===== src/hdl/hbpe_pkg.sv =====
// Shared types and constants of the Huffman bit-packing encoder.
package hbpe_pkg;

  // Field widths of the transactions.
  localparam int OPERATION_W   = 2;
  localparam int SYMBOL_W      = 7;
  localparam int CODE_VALUE_W  = 31;
  localparam int CODE_LENGTH_W = 5;
  localparam int BYTE_BITS     = 8;

  // Defaults of the top-level parameters.
  localparam int SYMBOL_COUNT_DEF  = 128;
  localparam int MAX_CODE_BITS_DEF = 31;

  // Bit accumulator of the packer: seven pending bits plus one whole code.
  localparam int ACC_W     = CODE_VALUE_W + BYTE_BITS - 1;
  localparam int ACC_CNT_W = $clog2(ACC_W + 1);

  // Job queue between the front end and the packer.
  localparam int QUEUE_DEPTH = 4;
  localparam int QUEUE_PTR_W = $clog2(QUEUE_DEPTH);
  localparam int QUEUE_CNT_W = $clog2(QUEUE_DEPTH + 1);

  // Operation codes.
  typedef enum logic [OPERATION_W-1:0] {
    OP_LOAD   = 2'd0,
    OP_ENCODE = 2'd1,
    OP_FINISH = 2'd2,
    OP_NONE   = 2'd3
  } hbpe_op_t;

  // Input transaction.
  typedef struct packed {
    logic [OPERATION_W-1:0]   operation;
    logic [SYMBOL_W-1:0]      symbol;
    logic [CODE_VALUE_W-1:0]  code_value;
    logic [CODE_LENGTH_W-1:0] code_length;
  } hbpe_in_t;

  // Result transaction.
  typedef struct packed {
    logic [BYTE_BITS-1:0] out_byte;
    logic                 last;
  } hbpe_out_t;

  // Job handed from the front end to the packer.
  typedef struct packed {
    logic                     fin;
    logic [CODE_LENGTH_W-1:0] len;
    logic [CODE_VALUE_W-1:0]  val;
  } hbpe_job_t;

endpackage


===== src/hdl/hbpe_back.sv =====
// Packer: appends code bits to the bit accumulator and emits bytes through an output register.
module hbpe_back import hbpe_pkg::*; (
  input  logic      clk,
  input  logic      rst_n,
  input  hbpe_job_t job,
  input  logic      job_empty,
  output logic      job_pop,
  input  logic      pop,
  output logic      empty,
  output hbpe_out_t out_item
);

  typedef enum logic {
    ST_IDLE,
    ST_RUN
  } state_t;

  localparam logic [ACC_CNT_W-1:0] CNT_BYTE = ACC_CNT_W'(BYTE_BITS);
  localparam logic [ACC_CNT_W-1:0] CNT_TWO  = ACC_CNT_W'(2 * BYTE_BITS);

  state_t                 state_r,     state_nxt;
  logic [ACC_W-1:0]       acc_r,       acc_nxt;
  logic [ACC_CNT_W-1:0]   cnt_r,       cnt_nxt;
  logic                   fin_r,       fin_nxt;
  logic                   out_valid_r, out_valid_nxt;
  hbpe_out_t              out_r,       out_nxt;

  logic                   out_free;
  logic [ACC_W-1:0]       full_shift;
  logic [ACC_W-1:0]       part_shift;

  // Byte views of the accumulator: the oldest whole byte, and the padded remainder.
  always_comb begin
    full_shift = acc_r >> (cnt_r - CNT_BYTE);
    part_shift = acc_r << (CNT_BYTE - cnt_r);
    out_free   = !out_valid_r || pop;
  end

  // Sequencer: take a job, emit one byte a cycle while the output register is free, close the job.
  always_comb begin
    state_nxt     = state_r;
    acc_nxt       = acc_r;
    cnt_nxt       = cnt_r;
    fin_nxt       = fin_r;
    out_valid_nxt = out_valid_r && !pop;
    out_nxt       = out_r;
    job_pop       = 1'b0;
    unique case (state_r)
      ST_IDLE: begin
        if (!job_empty) begin
          job_pop   = 1'b1;
          acc_nxt   = (acc_r << job.len) | ACC_W'(job.val);
          cnt_nxt   = cnt_r + ACC_CNT_W'(job.len);
          fin_nxt   = job.fin;
          state_nxt = ST_RUN;
        end
      end
      ST_RUN: begin
        priority if (cnt_r >= CNT_BYTE) begin
          if (out_free) begin
            out_valid_nxt    = 1'b1;
            out_nxt.out_byte = full_shift[BYTE_BITS-1:0];
            out_nxt.last     = fin_r ? (cnt_r == CNT_BYTE) : (cnt_r < CNT_TWO);
            cnt_nxt          = cnt_r - CNT_BYTE;
          end
        end else if (fin_r && (cnt_r != '0)) begin
          if (out_free) begin
            out_valid_nxt    = 1'b1;
            out_nxt.out_byte = part_shift[BYTE_BITS-1:0];
            out_nxt.last     = 1'b1;
            cnt_nxt          = '0;
            state_nxt        = ST_IDLE;
          end
        end else begin
          if (fin_r) begin
            cnt_nxt = '0;
          end
          state_nxt = ST_IDLE;
        end
      end
      default: begin
        state_nxt = ST_IDLE;
      end
    endcase
  end

  // State, accumulator and output register.
  always_ff @(posedge clk) begin
    if (!rst_n) begin
      state_r     <= ST_IDLE;
      cnt_r       <= '0;
      fin_r       <= 1'b0;
      out_valid_r <= 1'b0;
    end else begin
      state_r     <= state_nxt;
      cnt_r       <= cnt_nxt;
      fin_r       <= fin_nxt;
      out_valid_r <= out_valid_nxt;
    end
    acc_r <= acc_nxt;
    out_r <= out_nxt;
  end

  assign empty    = !out_valid_r;
  assign out_item = out_r;

  // Between jobs the accumulator never holds a whole byte.
  assert property (@(posedge clk) disable iff (!rst_n)
    (state_r == ST_IDLE) |-> (cnt_r < CNT_BYTE))
    else $error("whole byte left pending between jobs");

  // A finish job leaves the bit buffer clear.
  assert property (@(posedge clk) disable iff (!rst_n)
    (state_r == ST_RUN && fin_r && state_nxt == ST_IDLE) |=> (cnt_r == '0))
    else $error("bit buffer not cleared after finish");

endmodule


===== config.mk =====
export PLATFORM = sky130hd
export DESIGN_NAME = hbpe_back
export DESIGN_NICKNAME = d
export VERILOG_FILES = /design/src/hdl/hbpe_pkg.sv /design/src/hdl/hbpe_back.sv
export SDC_FILE = /design/constraint.sdc
export NUM_CORES = 1
export LEC_CHECK = 0
export BUFFER_PORTS_ARGS = -buffer_cell sky130_fd_sc_hd__buf_2
export CAP_MARGIN = 20
export CORE_ASPECT_RATIO = 0.9
export CORE_UTILIZATION = 59
export DETAILED_ROUTE_END_ITERATION = 6
export GPL_TIMING_DRIVEN = 0
export PLACE_DENSITY_LB_ADDON = 0.15
export SYNTH_ARGS = -nofsm -noshare
export SYNTH_HDL_FRONTEND = slang
export SYNTH_SLANG_ARGS = --single-unit

===== constraint.sdc =====
create_clock -name clk -period 3.25 [get_ports clk]
set_input_delay 0.1625 -clock clk [delete_from_list [all_inputs] [get_ports clk]]
set_output_delay 0.1625 -clock clk [all_outputs]
set_load 0.02 [all_outputs]

==> flow_summary.yaml <==
floorplan:
  dieHeight_um: 100
  fp.dieW_um: 111
  initial_utilization_pct: 61.3
  ios: 52
  die_area_sq_um: 11200
  fp-row-count: 35
  core_area_sq_um: 10300
finish:
  final_common_cell: "mux4_2"
  final_cell_mix: "80 x mux4_2, 67 x nand2_1, 60 x buf_2"
  n_antenna_cell: 0
  stdcell_count: 751
  area_growth_pct: 9.67
  fin_nets: 672
  drive_above_1_share_pct: 29.9
synthesis:
  synth_seq_area_share_pct: 25.1
  synth_flop_cell: "edfxtp_1"
  syn_avg_cell_area_sq_um: 11.2
  synth-seq-cells: 56
  synthArstFlopShare_pct: 0
  synth_nets: 615
  postSynthCellCount: 564
  synth_cell_types: 62
  synth_warnings: 0
  synth_edf_count: 47
  syn_area_sq_um: 6340
global_route:
  antenna_found_initial: 0
  grt_max_degree: 25
  grt_pass1_wl_um: 31800
  grt_usage_pct: 38.4
  overflow: 0
  grt_pass1_vias: 5477
cts:
  cts_max_level: 2
  clock_latency_ps: 310
  cts_setup_buffers: 0
  cts-root-buf: "clkbuf_16"
  clk_pin_slew_ps: 80
  numCtsBuffers: 5
  cts-resized-gates: 1
  clockBufferDepth: 2
  ctsHoldBuffers: 0
  cts_tree: "built"
  cts.sinks: 56
critical_path:
  cp_num_cells: 11
  cpPeakStageDelay_ps: 400
  r2r_start: "cnt_r[1]"
  worstSetupEndpoint: "out_item[6]"
  end_kind: "register"
  path_buf_inv: 5
  reg2reg_slack_ps: 90
  cp_top_family: "buffers and inverters"
  startpoint_type: "register"
  crit_chain: "buf_6 > buf_4 > buf_4 > buf_4 > inv_1 > ha_2 > xnor2_2 > mux4_2 > nor3b_1 > a311oi_1 > o21ai_0"
  regToRegEndpoint: "out_item[6]"
  crit_start: "cnt_r[1]"
  crit_path_max_fanout: 10
  required_ps: 3290
  reg2reg_depth: 11
  path_common_cell: "buf_4"
  critical_path_class: "reg2reg"
  arrival_ps: 3200
  cpMaxStageDelayCell: "dfxtp_1"
routing:
  firstDrtPassIters: 7
  ant_nets: 0
  wirelength_um: 20700
  wl_per_cell_um: 27.6
  routed-via-count: 5788
  via_per_inst: 7.71
  drc: 10
  drtIter0Drc: 1018
sta:
  slew_violations: 0
  setup_viol: 0
  timing.slew.headroom_pct: 41.0
  fin_skew_ps: 8.31
  fmax_mhz: 316
  worst_slew_pin_slew_ps: 882
  fin_crit_ps: 3160
  fin_hold_ws_ps: 101
  hold_viol: 0
  rsz0062_at_grt: "no"
  fin_crit_sh_pct: 97.2
status:
  failed_checks: "design-rule violations"
  status: "complete, but fails checks"
worst_hold_path:
  min_path_type: "in2reg"
job:
  maxCapViolCount: 0
place:
  dp_hpwl_um: 15500
  io_buffer_count: 51
  placedCellCount: 745
  gp_congestion: 0.990
power_and_ir_drop:
  power_density_nw_per_um2: 478
  p_leak_nw: 2.61
  ir_worst_vdd_mv: 0.333
## stage by stage
| step | utilization (%) | cell area, sq um | TNS, ps | setup slack (ps) | power [mW] |
|---|---|---|---|---|---|
| after detailed placement | 65.6 | 6780 | -276 | -142 | 2.62 |
| after global routing | 67.3 | 6950 | 0 | 36.3 | 3.45 |
| after global placement | 65.4 | 6750 | -11260 | -665 | 2.59 |
| final | 67.3 | 6950 | 0 | 89.4 | 3.32 |
| after CTS | 67.2 | 6940 | 0 | 24.3 | 3.25 |
| after floorplan | - | 6340 | 0 | 257 | 2.18 |
## layer usage
| layer | global-route usage [%] | routed length [um] | share of wire [%] |
|---|---|---|---|
| met5 | 0 | 0 | 0 |
| met2 | 55.3 | 8790 | 42 |
| met4 | 10.5 | 455 | 2.2 |
| met1 | 55.1 | 8000 | 39 |
| met3 | 13.9 | 3510 | 17 |
## how the worst min path moves through the flow
stage	slack [ps]	endpoint	startpoint	depth (start not counted)
detailed placement	420	acc_r[7]	job[7]	2
floorplan	290	cnt_r[5]	rst_n	1
global route	110	acc_r[7]	job[7]	2
CTS	110	acc_r[7]	job[7]	2
global placement	410	acc_r[2]	job[2]	2
finish	100	acc_r[7]	job[7]	2
## final cells by class
class / instances / area [sq um]
timing repair buffer: 52 / 275
sequential: 56 / 1590
inverter: 18 / 67.6
clock buffer: 6 / 129
tap: 129 / 161
fill: 814 / 3380
buffer: 53 / 298
multi-input combinational: 435 / 4390
clock inverter: 2 / 35.0
## flip-flops by register name, indices dropped and copies added (netlist names)
signal	flops
out_item	9
fin_r	1
cnt_r	6
out_valid_r	1
state_r	1
acc_r	38
## synthesized netlist by cell type, types with 10 or more instances
cell type | n | area [sq um]
mux4_2 | 80 | 1800
nand2_1 | 67 | 251
edfxtp_1 | 47 | 1410
mux2i_1 | 46 | 460
nor2_1 | 33 | 124
clkbuf_1 | 27 | 101
a21oi_1 | 21 | 105
inv_1 | 15 | 56.3
mux2_2 | 15 | 169
o21ai_0 | 14 | 70.1
a21o_1 | 13 | 97.6
nand3_1 | 13 | 65.1
a31oi_1 | 10 | 62.6
mux4_1 | 10 | 263
## cells by family (layout without fill, tap and decap cells)
logic type | Yosys count | count (layout) | share of synthesized area, %
multiplexers | 151 | 151 | 42.5
AND/OR/NAND/NOR | 151 | 151 | 10.8
AO/OA/AOI/OAI | 118 | 118 | 12.9
buffers and inverters | 73 | 131 | 5.84
flip-flops | 56 | 56 | 25.1
adder cells (fa/ha/maj) | 10 | 10 | 2.09
XOR/XNOR | 5 | 5 | 0.691
## power by group
part	switching (mW)	internal (mW)
clock network	0.277	0.364
registers	0.133	0.905
logic	0.910	0.731
Note: power is estimated with default switching activity, not from simulation.
