<file path="src/hdl/hbpe_pkg.sv">
// Shared types and constants of the Huffman bit-packing encoder.
package hbpe_pkg;

  // Field widths of the transactions.
  localparam int OPERATION_W   = 2;
  localparam int SYMBOL_W      = 7;
  localparam int CODE_VALUE_W  = 31;
  localparam int CODE_LENGTH_W = 5;
  localparam int BYTE_BITS     = 8;

  // Defaults of the top-level parameters.
  localparam int SYMBOL_COUNT_DEF  = 128;
  localparam int MAX_CODE_BITS_DEF = 31;

  // Bit accumulator of the packer: seven pending bits plus one whole code.
  localparam int ACC_W     = CODE_VALUE_W + BYTE_BITS - 1;
  localparam int ACC_CNT_W = $clog2(ACC_W + 1);

  // Job queue between the front end and the packer.
  localparam int QUEUE_DEPTH = 4;
  localparam int QUEUE_PTR_W = $clog2(QUEUE_DEPTH);
  localparam int QUEUE_CNT_W = $clog2(QUEUE_DEPTH + 1);

  // Operation codes.
  typedef enum logic [OPERATION_W-1:0] {
    OP_LOAD   = 2'd0,
    OP_ENCODE = 2'd1,
    OP_FINISH = 2'd2,
    OP_NONE   = 2'd3
  } hbpe_op_t;

  // Input transaction.
  typedef struct packed {
    logic [OPERATION_W-1:0]   operation;
    logic [SYMBOL_W-1:0]      symbol;
    logic [CODE_VALUE_W-1:0]  code_value;
    logic [CODE_LENGTH_W-1:0] code_length;
  } hbpe_in_t;

  // Result transaction.
  typedef struct packed {
    logic [BYTE_BITS-1:0] out_byte;
    logic                 last;
  } hbpe_out_t;

  // Job handed from the front end to the packer.
  typedef struct packed {
    logic                     fin;
    logic [CODE_LENGTH_W-1:0] len;
    logic [CODE_VALUE_W-1:0]  val;
  } hbpe_job_t;

endpackage

</file>
<file path="src/hdl/hbpe_fifo.sv">
// Short job queue between the front end and the packer.
module hbpe_fifo import hbpe_pkg::*; (
  input  logic                   clk,
  input  logic                   rst_n,
  input  logic                   push,
  input  hbpe_job_t              wdata,
  input  logic                   pop,
  output hbpe_job_t              rdata,
  output logic                   empty,
  output logic [QUEUE_CNT_W-1:0] count
);

  hbpe_job_t              slots [QUEUE_DEPTH];
  logic [QUEUE_PTR_W-1:0] wr_ptr_r;
  logic [QUEUE_PTR_W-1:0] rd_ptr_r;
  logic [QUEUE_CNT_W-1:0] count_r;

  // Slot storage.
  always_ff @(posedge clk) begin
    if (push) begin
      slots[wr_ptr_r] <= wdata;
    end
  end

  // Pointers and fill count.
  always_ff @(posedge clk) begin
    if (!rst_n) begin
      wr_ptr_r <= '0;
      rd_ptr_r <= '0;
      count_r  <= '0;
    end else begin
      if (push) begin
        wr_ptr_r <= wr_ptr_r + 1'b1;
      end
      if (pop) begin
        rd_ptr_r <= rd_ptr_r + 1'b1;
      end
      if (push && !pop) begin
        count_r <= count_r + 1'b1;
      end else if (pop && !push) begin
        count_r <= count_r - 1'b1;
      end
    end
  end

  assign rdata = slots[rd_ptr_r];
  assign empty = (count_r == '0);
  assign count = count_r;

  // The front end never writes into a full queue.
  assert property (@(posedge clk) disable iff (!rst_n)
    (push && !pop) |-> (count_r < QUEUE_CNT_W'(QUEUE_DEPTH)))
    else $error("job queue overflow");

  // The packer never takes from an empty queue.
  assert property (@(posedge clk) disable iff (!rst_n)
    pop |-> (count_r != '0))
    else $error("job queue underflow");

endmodule

</file>
<file path="config.mk">
export PLATFORM = sky130hd
export DESIGN_NAME = hbpe_fifo
export DESIGN_NICKNAME = d
export VERILOG_FILES = /design/src/hdl/hbpe_pkg.sv /design/src/hdl/hbpe_fifo.sv
export SDC_FILE = /design/constraint.sdc
export NUM_CORES = 1
export LEC_CHECK = 0
export ABC_CLOCK_PERIOD_IN_PS = 2400
export BUFFER_PORTS_ARGS = -buffer_cell sky130_fd_sc_hd__clkbuf_2
export CAP_MARGIN = 25
export CORE_ASPECT_RATIO = 1.1
export CORE_MARGIN = 3
export CORE_UTILIZATION = 30
export CTS_BUF_LIST = sky130_fd_sc_hd__clkbuf_4 sky130_fd_sc_hd__clkbuf_8
export DETAILED_ROUTE_END_ITERATION = 10
export PLACE_DENSITY_LB_ADDON = 0.08
export SLEW_MARGIN = 20
export SYNTH_ARGS = -nofsm -noshare
export SYNTH_HDL_FRONTEND = slang
export SYNTH_SLANG_ARGS = --single-unit
</file>
<file path="constraint.sdc">
create_clock -name clk -period 2.4 [get_ports clk]
set_input_delay 0.36 -clock clk [delete_from_list [all_inputs] [get_ports clk]]
set_output_delay 0.36 -clock clk [all_outputs]
set_load 0.02 [all_outputs]
</file>
==> results of run 1 <==
-- worst paths after layout --
check / start / endpoint / depth (start not counted) / slack (ns)
worst max-delay path: flip-flop / rdata[31] / 3 / 0.21
worst min-delay path: wdata[5] / slots[0][5] / 1 / 0.14
worst max register to register: count[0] / count[2] / 4 / 0.89
worst min register to register: count[2] / count[2] / 2 / 0.51
-- layout by cell type (no fill, tap or decap) --
cell type / count
buf_4: 9
clkinv_1: 5
ha_1: 5
inv_6: 1
fa_1: 1
xor2_1: 3
mux4_1: 7
and2_1: 5
buf_12: 5
mux4_2: 30
and2_2: 4
dfxtp_1: 7
dfxtp_2: 1
nor3_1: 1
clkinvlp_4: 2
nand2_1: 1
clkbuf_8: 17
a21boi_0: 1
edfxtp_1: 148
o21ai_0: 1
clkinv_2: 5
dfxtp_4: 1
nor2b_1: 2
or3_1: 1
inv_1: 4
xnor2_1: 2
mux2i_1: 2
clkbuf_2: 81
bufinv_16: 2
-- metal layers --
layer	track usage	vias up
li1	-	1202
met1	0.135	1385
met2	0.190	59
met3	0.0399	9
met4	0.0447	0
met5	0	-
-- flip-flops by register name (all words and copies together), names as in the netlist, named ones only --
| signal | flops |
|---|---|
| count | 3 |
| wr_ptr_r | 2 |
| rd_ptr_r | 2 |
| slots | 148 |
-- metrics by stage --
| step | cell area, um2 | util |
|---|---|---|
| 3_3_place_gp | 6590 | 0.351 |
| 2_1_floorplan | 5830 | - |
| 3_5_place_dp | 6590 | 0.351 |
| 6_report | 6990 | 0.373 |
| 5_1_grt | 6990 | 0.373 |
| 4_1_cts | 6990 | 0.373 |
-- power by group --
| group | switching (W) | leakage, nW | internal, W |
|---|---|---|---|
| clock | 0.000927 | 0.183 | 0.000898 |
| sequential | 0.0000510 | 1.43 | 0.00314 |
| combinational | 0.000408 | 0.784 | 0.000306 |
| total | 0.00139 | 2.40 | 0.00434 |
-- cell type report --
type,instances,area (um2),share of cell area
repair buffers,95,573,0.0820
multi-input cells,66,1110,0.158
flip-flops and latches,157,4630,0.662
clock buffers,17,234,0.0335
inverters,4,15.0,0.00215
clock inverters,15,128,0.0183
well taps,243,304,0.0435
-- cells by family after synthesis --
| family | Yosys count |
|---|---|
| AOI/OAI and AO/OA | 2 |
| DFF | 157 |
| buffers and inverters | 12 |
| and+or+nand+nor | 14 |
| muxes | 39 |
| xor gates and xnor gates | 5 |
| adders and majority gates | 6 |
-- repair_timing --
item,CTS,global route
endpoints found under the setup margin,2,0
hold endpoints to repair,0,0
setup buffers,4,0
==> results.md, run 1 <==
- First drt pass iteration count: 4
- Synth warn: 0
- CP Capture Type: output pin
- WL/cell: 18.9 um
- # fillers: 1767
- Die Area: 21200 um2
- Pwr per Cell Area: 819 nW/um2
- Layout Cells excl Fill: 597
- Worst path required time: 2.04 ns
- Cell row count: 52
- IO Count: 82
- Largest net degree at the start of global routing: 38
- Most frequent cell after synthesis: edfxtp_1
- Grt ovf: 0
- Largest family of logic cells by synthesized area: multiplexers
- Post-synthesis cell type count: 21
- Final wirelength: 11300 um
- Final Power: 0.00573 W
- H-Tree Level Count: 4
- Initial antenna violation count: 0
- Total CTS buffers: 17
- Clock Tree Root: clkbuf_8
- Minimum hold slack: 0.136 ns
- Worst Skew: 0.0118 ns
- WS Path Type: reg -> out
- Critical-path cell list: buf_12 -> mux4_1 -> clkbuf_2
- Mux contribution to synthesized area: 0.151
- Max Transition Viols Final: 0
- Clock latency on the worst-skew pair: 0.43 ns
- Crit path max-delay cell type: mux4_1
- Outcome: finished, final reports clean
- Worst path buffer plus inverter count: 2
- Port Buffers: 81
- Sequential element share of the synthesized area: 0.793
- Post-layout minimum cycle time: 2.19 ns
- TritonCTS clock tree: done
- Leak Pwr: 2.40 nW
- Via count of the routed design: 2655
- Worst-margin pin slew: 0.335 ns
- RSZ-0062 raised after global routing: false
- Drt drc: 0
- Final worst slack: 0.209 ns
- Die span in x: 139 um
- Drt via density: 4.45
- Post-CTS sizing: 0
- CTS sink cnt: 157
- VDD IR max: 0.000341 V
- Main synth FF type: edfxtp_1
- Top cell type's share of synthesized area: 0.762
- Iter 0 DRT Violations: 161
- Post-synth top area cell: edfxtp_1
- Vias in the first global route: 3044
- Hold Vio Cnt, Final: 0
- Placer Congestion: 0.647
- Asr flop ratio synth: 0
- Xor and xnor area share after synthesis: 0.00751
- CP top delay family: multiplexers
- Cell count after placement: 561
- Fmax achieved: 456 MHz
- Crit-path max FO: 13
- Net count, final: 388
- Fraction of layout cells with a size suffix above 1: 0.446
- Post-Synth Simple-Gate Area: 0.0144
- Antenna viol nets, final: 0
- CP startpoint kind: flip-flop
- Detailed placement HPWL: 6890 um
- Adder-Cell Fraction of Synth Area: 0.0142
- Worst rel slew slack: 0.777
- First-pass GRT wire length: 17800 um
- Metal1 wirelength: 4690 um
- Worst-case clock buffer depth: 2
- # setup viols final: 0
- Synthesized area per cell: 24.8 um2
- EDFF count, synth: 148
- Met3 WL: 587 um
- Mapped Nets: 282
- Hold WC Path Type: in -> reg
- Clock-pin slew of the registers on the worst-case setup and hold paths: 0.08 ns
- Synth Area in Compound Gates: 0.00215
- Top cells by area, synth: edfxtp_1 76%, mux4_2 12%, mux4_1 3.2%, dfxtp_1 3.1%, ha_1 1.1%
- Synth Instances: 235
- WL met2: 5900 um
- ANT cells: 0
- Hold_buf cts: 0
- Setup WS pre-CTS: 0.458 ns
- Floorplan core area: 18700 um2
- Initial core utilization: 0.311
- Final Cycle Share: 0.913
- Tot GR Track Use: 0.114
- WP data arrival: 1.83 ns
- Post-synthesis register bit count: 157
- Crit-path max cell delay: 0.56 ns
- Highest routed layer: met4
- Area of the mapped netlist: 5830 um2
- MaxCap Viol Count: 0
- Total negative slack: 0 ns
- Top cells by count, synth: 148 x edfxtp_1, 30 x mux4_2, 9 x and2_1, 9 x dfxtp_1, 7 x mux4_1
- Die Y: 152 um
- Synth-to-Final Area Change: 19.8%
Note: power is estimated with default switching activity, not from simulation.
==> run 2, diff against run 1 <==
--- a/config.mk
+++ b/config.mk
@@ -5,13 +5,11 @@
 export SDC_FILE = /design/constraint.sdc
 export NUM_CORES = 1
 export LEC_CHECK = 0
-export ABC_CLOCK_PERIOD_IN_PS = 2400
 export BUFFER_PORTS_ARGS = -buffer_cell sky130_fd_sc_hd__clkbuf_2
 export CAP_MARGIN = 25
 export CORE_ASPECT_RATIO = 1.1
 export CORE_MARGIN = 3
 export CORE_UTILIZATION = 30
-export CTS_BUF_LIST = sky130_fd_sc_hd__clkbuf_4 sky130_fd_sc_hd__clkbuf_8
 export DETAILED_ROUTE_END_ITERATION = 10
 export PLACE_DENSITY_LB_ADDON = 0.08
 export SLEW_MARGIN = 20
==> results.md, run 2 (same netlist as run 1, synthesis figures left out) <==
- Outcome: finished, final reports clean (unchanged)
- CTS sink cnt: 157 (unchanged)
- Critical-path cell list: buf_12 -> mux4_1 -> clkbuf_2 (unchanged)
- # setup viols final: 0 (unchanged)
- Via count of the routed design: 2685 (was 2655)
- Initial core utilization: 0.311 (unchanged)
- VDD IR max: 0.000457 V (was 0.000341 V)
- Crit-path max cell delay: 0.56 ns (about the same)
- Total negative slack: 0 ns (unchanged)
- Leak Pwr: 2.51 nW (was 2.40 nW)
- Die Area: 21200 um2 (unchanged)
- Fmax achieved: 455 MHz (was 456 MHz)
- Worst path buffer plus inverter count: 2 (unchanged)
- Worst-case clock buffer depth: 2 (unchanged)
- RSZ-0062 raised after global routing: false (unchanged)
- Biggest register: slots (unchanged)
- Crit path max-delay cell type: mux4_1 (unchanged)
- Iter 0 DRT Violations: 154 (was 161)
- Worst Skew: 0.0104 ns (was 0.0118 ns)
- Net count, final: 393 (was 388)
- Floorplan core area: 18700 um2 (unchanged)
- Most frequent cells in the layout: 148 x edfxtp_1, 81 x clkbuf_2, 30 x mux4_2 (unchanged)
- Detailed placement HPWL: 6890 um (unchanged)
- Clock-pin slew of the registers on the worst-case setup and hold paths: 0.06 ns (was 0.08 ns)
- WS Path Type: reg -> out (unchanged)
- TritonCTS clock tree: done (unchanged)
- Worst R2R Path Depth: 4 (unchanged)
- Hold WC Path Type: in -> reg (unchanged)
- Max FFs per register: 148 (unchanged)
- CP Capture Type: output pin (unchanged)
- Synth-to-Final Area Change: 23.6% (was 19.8%)
- H-Tree Level Count: 4 (unchanged)
- Worst-margin pin slew: 0.336 ns (was 0.335 ns)
- Most common cell after layout, fill and taps aside: edfxtp_1 (unchanged)
- Die Y: 152 um (unchanged)
- Largest net degree at the start of global routing: 38 (unchanged)
- Reg-to-reg startpoint: count[0] (unchanged)
- Hold EP: slots[0][5] (unchanged)
- WP data arrival: 1.84 ns (was 1.83 ns)
- Fraction of layout cells with a size suffix above 1: 0.454 (was 0.446)
- Post-layout minimum cycle time: 2.20 ns (was 2.19 ns)
- Grt ovf: 0 (unchanged)
- IO Count: 82 (unchanged)
- R2r endpoint: count[2] (unchanged)
- Port Buffers: 81 (unchanged)
- Drt drc: 0 (unchanged)
- Crit-path max FO: 13 (unchanged)
- Worst rel slew slack: 0.776 (was 0.777)
- Vias in the first global route: 3049 (was 3044)
- MaxCap Viol Count: 0 (unchanged)
- CP top delay family: multiplexers (unchanged)
- Final Cycle Share: 0.916 (was 0.913)
- First-pass GRT wire length: 17800 um (unchanged)
- Die span in x: 139 um (unchanged)
- Pwr per Cell Area: 892 nW/um2 (was 819 nW/um2)
- Drt via density: 4.46 (was 4.45)
- ANT cells: 0 (unchanged)
- Hold_sp: wdata[5] (unchanged)
- Placer Congestion: 0.647 (unchanged)
- CP startpoint kind: flip-flop (unchanged)
- Tot GR Track Use: 0.114 (about the same)
- Setup WS pre-CTS: 0.458 ns (unchanged)
- Cell row count: 52 (unchanged)
- Max Transition Viols Final: 0 (unchanged)
- Clock Tree Root: clkbuf_16 (was clkbuf_8)
- Hold path depth: 1 (unchanged)
- Final worst slack: 0.200 ns (was 0.209 ns)
- Final wirelength: 11300 um (about the same)
- WL/cell: 18.8 um (was 18.9 um)
- Initial antenna violation count: 0 (unchanged)
- Worst reg-to-reg setup slack: 0.90 ns (was 0.89 ns)
- Hold Vio Cnt, Final: 0 (unchanged)
- Total CTS buffers: 17 (unchanged)
- First drt pass iteration count: 4 (unchanged)
- Antenna viol nets, final: 0 (unchanged)
- Clock latency on the worst-skew pair: 0.41 ns (was 0.43 ns)
- Worst path required time: 2.04 ns (about the same)
==> run 2: cell types whose count changed in the layout (fill, tap and decap cells not counted) <==
cell,previous run,this run
buf_4,9,15
buf_12,5,4
clkbuf_16,0,17
clkbuf_8,17,0
==> run 2: cell type report <==
class / count / area [um2]
clock buffers: 17 / 425
clock inverters: 15 / 128
fillers: 1746 / 11500
inverters: 4 / 15.0
multi-input cells: 66 / 1110
flip-flops and latches: 157 / 4630
well taps: 243 / 304
repair buffers: 100 / 598
==> run 2: metal layers <==
metal | GRT usage | wire (um) | vias up
met4 | 0.0391 | 120 | 0
met2 | 0.189 | 5980 | 63
met3 | 0.0436 | 589 | 7
li1 | - | - | 1214
met5 | 0 | 0 | -
met1 | 0.136 | 4640 | 1401
==> run 2: worst max path at each step <==
| stage | start | end | slack (ns) | cells after the start |
|---|---|---|---|---|
| floorplan | wr_ptr_r[0] | slots[2][0] | 0.56 | 3 |
| global placement | flip-flop | rdata[31] | 0.46 | 3 |
| detailed placement | flip-flop | rdata[31] | 0.46 | 3 |
| CTS | flip-flop | rdata[31] | 0.0004 | 3 |
| global route | flip-flop | rdata[31] | 0.1 | 3 |
| finish | flip-flop | rdata[34] | 0.20 | 3 |
==> run 2: report_power, final <==
group / internal, W / leakage, nW / switching (W)
clock network: 0.00150 / 0.270 / 0.00101
logic: 0.000311 / 0.806 / 0.000406
registers: 0.00314 / 1.43 / 0.0000533
==> run 2: timing repair <==
action | in CTS | in global routing
endpoints found under the setup margin | 0 | 2
setup buffers | 0 | 9
gates resized for setup | 0 | 0
hold buffers | 0 | 0
==> run 2: per-stage QoR <==
stage	power [W]	area, um2	util	hold WS, ns	std cells
floorplan	0.00370	5830	-	0.459	235
global placement	0.00397	6590	0.351	0.506	561
detailed placement	0.00398	6590	0.351	0.510	561
CTS	0.00653	7140	0.381	0.134	593
global route	0.00673	7210	0.385	0.147	602
finish	0.00643	7210	0.385	0.158	602
==> run 3, diff against run 2 <==
--- a/config.mk
+++ b/config.mk
@@ -7,7 +7,7 @@
 export LEC_CHECK = 0
 export BUFFER_PORTS_ARGS = -buffer_cell sky130_fd_sc_hd__clkbuf_2
 export CAP_MARGIN = 25
-export CORE_ASPECT_RATIO = 1.1
+export CORE_ASPECT_RATIO = 1.75
 export CORE_MARGIN = 3
 export CORE_UTILIZATION = 30
 export DETAILED_ROUTE_END_ITERATION = 10
==> results.md, run 3 (same netlist as run 1, synthesis figures left out) <==
- Vias in the first global route: 2999 (was 3049)
- Net count, final: 381 (was 393)
- Final Cycle Share: 0.923 (was 0.916)
- Hold WC Path Type: in -> reg (unchanged)
- Biggest register: slots (unchanged)
- Total negative slack: 0 ns (unchanged)
- Hold_buf cts: 0 (unchanged)
- Via count of the routed design: 2673 (was 2685)
- First-pass GRT wire length: 17300 um (was 17800 um)
- Critical-path cell list: buf_12 -> mux4_1 -> clkbuf_2 (unchanged)
- Hold_sp: wdata[29] (was wdata[5])
- Met1 Resource Use GR: 0.124 (was 0.136)
- Hold Vio Cnt, Final: 0 (unchanged)
- Post-CTS sizing: 0 (unchanged)
- H-Tree Level Count: 4 (unchanged)
- Drt via density: 4.57 (was 4.46)
- Antenna viol nets, final: 0 (unchanged)
- Drt drc: 0 (unchanged)
- Hold EP: slots[1][29] (was slots[0][5])
- Fraction of layout cells with a size suffix above 1: 0.444 (was 0.454)
- Hold path depth: 1 (unchanged)
- Final wirelength: 11100 um (was 11300 um)
- Die Y: 190 um (was 152 um)
- Grt ovf: 0 (unchanged)
- Dpl cell area: 6580 um2 (was 6590 um2)
- Placer Congestion: 0.675 (was 0.647)
- Detailed placement HPWL: 6620 um (was 6890 um)
- Clock-pin slew of the registers on the worst-case setup and hold paths: 0.06 ns (about the same)
- RSZ-0062 raised after global routing: false (unchanged)
- # fillers: 1756 (was 1746)
- Post-layout minimum cycle time: 2.22 ns (was 2.20 ns)
- Post-CTS Setup Bufs: 0 (unchanged)
- Worst R2R Path Depth: 4 (unchanged)
- Die span in x: 111 um (was 139 um)
- Most common cell after layout, fill and taps aside: edfxtp_1 (unchanged)
- Max Transition Viols Final: 0 (unchanged)
- MaxCap Viol Count: 0 (unchanged)
- Crit-path max FO: 37 (was 13)
- WP data arrival: 1.86 ns (was 1.84 ns)
- Register area: 4630 um2 (about the same)
- Leak Pwr: 2.45 nW (was 2.51 nW)
- ANT cells: 0 (unchanged)
- Clock latency on the worst-skew pair: 0.41 ns (about the same)
- Iter 0 DRT Violations: 81 (was 154)
- First drt pass iteration count: 3 (was 4)
- Port Buffers: 81 (unchanged)
- Max FFs per register: 148 (unchanged)
- R2r endpoint: count[2] (unchanged)
- Clock Tree Root: clkbuf_16 (unchanged)
- Crit path max-delay cell type: mux4_1 (unchanged)
- CP startpoint kind: flip-flop (unchanged)
- Cell count after placement: 553 (was 561)
- Worst reg-to-reg setup slack: 0.87 ns (was 0.90 ns)
- Worst-case clock buffer depth: 2 (unchanged)
- Initial core utilization: 0.310 (was 0.311)
- Outcome: finished, final reports clean (unchanged)
- Total CTS buffers: 17 (unchanged)
- Pwr per Cell Area: 896 nW/um2 (was 892 nW/um2)
- Synth-to-Final Area Change: 22.5% (was 23.6%)
- Tot GR Track Use: 0.111 (was 0.114)
- VDD IR max: 0.000421 V (was 0.000457 V)
- Footprint of the multi-input gates: 1110 um2 (unchanged)
- # setup viols final: 0 (unchanged)
- GRT busiest layer: met2 (unchanged)
- Cell row count: 66 (was 52)
- Layout Cells excl Fill: 585 (was 602)
- IO Count: 82 (unchanged)
- Met2 Resource Use GR: 0.195 (was 0.189)
- Crit-path max cell delay: 0.61 ns (was 0.56 ns)
- Most frequent cells in the layout: 148 x edfxtp_1, 81 x clkbuf_2, 30 x mux4_2 (unchanged)
- Fmax achieved: 451 MHz (was 455 MHz)
- Largest net degree at the start of global routing: 38 (unchanged)
- Worst path required time: 2.04 ns (about the same)
- Floorplan core area: 18800 um2 (was 18700 um2)
- CTS sink cnt: 157 (unchanged)
- Reg-to-reg startpoint: count[0] (unchanged)
- Worst-margin pin slew: 0.319 ns (was 0.336 ns)
- Die Area: 21200 um2 (about the same)
- M3 GR Usage: 0.0391 (was 0.0436)
- Initial antenna violation count: 1 (was 0)
- CP Capture Type: output pin (unchanged)
- Worst rel slew slack: 0.787 (was 0.776)
- Worst Skew: 0.00770 ns (was 0.0104 ns)
- WS Path Type: reg -> out (unchanged)
- TritonCTS clock tree: done (unchanged)
- Final instance area: 7140 um2 (was 7210 um2)
- WL/cell: 19.0 um (was 18.8 um)
-- run 3: changes by cell type in the layout (fill, tap and decap cells not counted), moves of 2 or more --
cell        delta
buf_12         +2
clkinv_1       -4
buf_4         -14
clkinvlp_4     +2
clkinv_2       -5
inv_6          +3
clkinv_4       +4
-- run 3: worst max-delay path by stage --
stage / from / to
after floorplan: wr_ptr_r[0] / slots[2][0]
after global placement: push / count[2]
after detailed placement: push / count[2]
after CTS: flip-flop / rdata[26]
after global routing: flip-flop / rdata[31]
final: flip-flop / rdata[33]
-- run 3: metrics by stage --
stage                     hold slack, ns  setup slack (ns)  total power [W]  utilization
after floorplan                    0.459             0.560          0.00370            -
after global routing               0.148            0.0604          0.00667        0.379
after CTS                          0.142             0.122          0.00652        0.379
final                              0.163             0.184          0.00640        0.379
after detailed placement           0.534             0.494          0.00398        0.349
after global placement             0.521             0.573          0.00397        0.349
-- run 3: report_power, final --
group / switching, W / internal [W] / leakage, nW
clock: 0.00107 / 0.00144 / 0.262
sequential: 0.0000463 / 0.00314 / 1.43
combinational: 0.000407 / 0.000293 / 0.750
total: 0.00153 / 0.00488 / 2.45
-- run 3: cell type report --
cell class	instances	area share
inverters	4	0.00210
repair buffers	88	0.0746
multi-input cells	66	0.155
clock buffers	18	0.0601
clock inverters	14	0.0187
well taps	238	0.0417
flip-flops and latches	157	0.648
-- run 3: layer usage --
layer	vias up	share of wire
li1	1185	-
met1	1416	0.38
met2	62	0.56
met3	8	0.044
met4	2	0.010
met5	-	0.0012
-- run 3: worst max-delay path, delay by kind of cell (launching register included) --
| family | cells | cell delay (ns) |
|---|---|---|
| flip-flops | 1 | 0.34 |
| buffers and inverters | 2 | 0.47 |
| multiplexers | 1 | 0.61 |
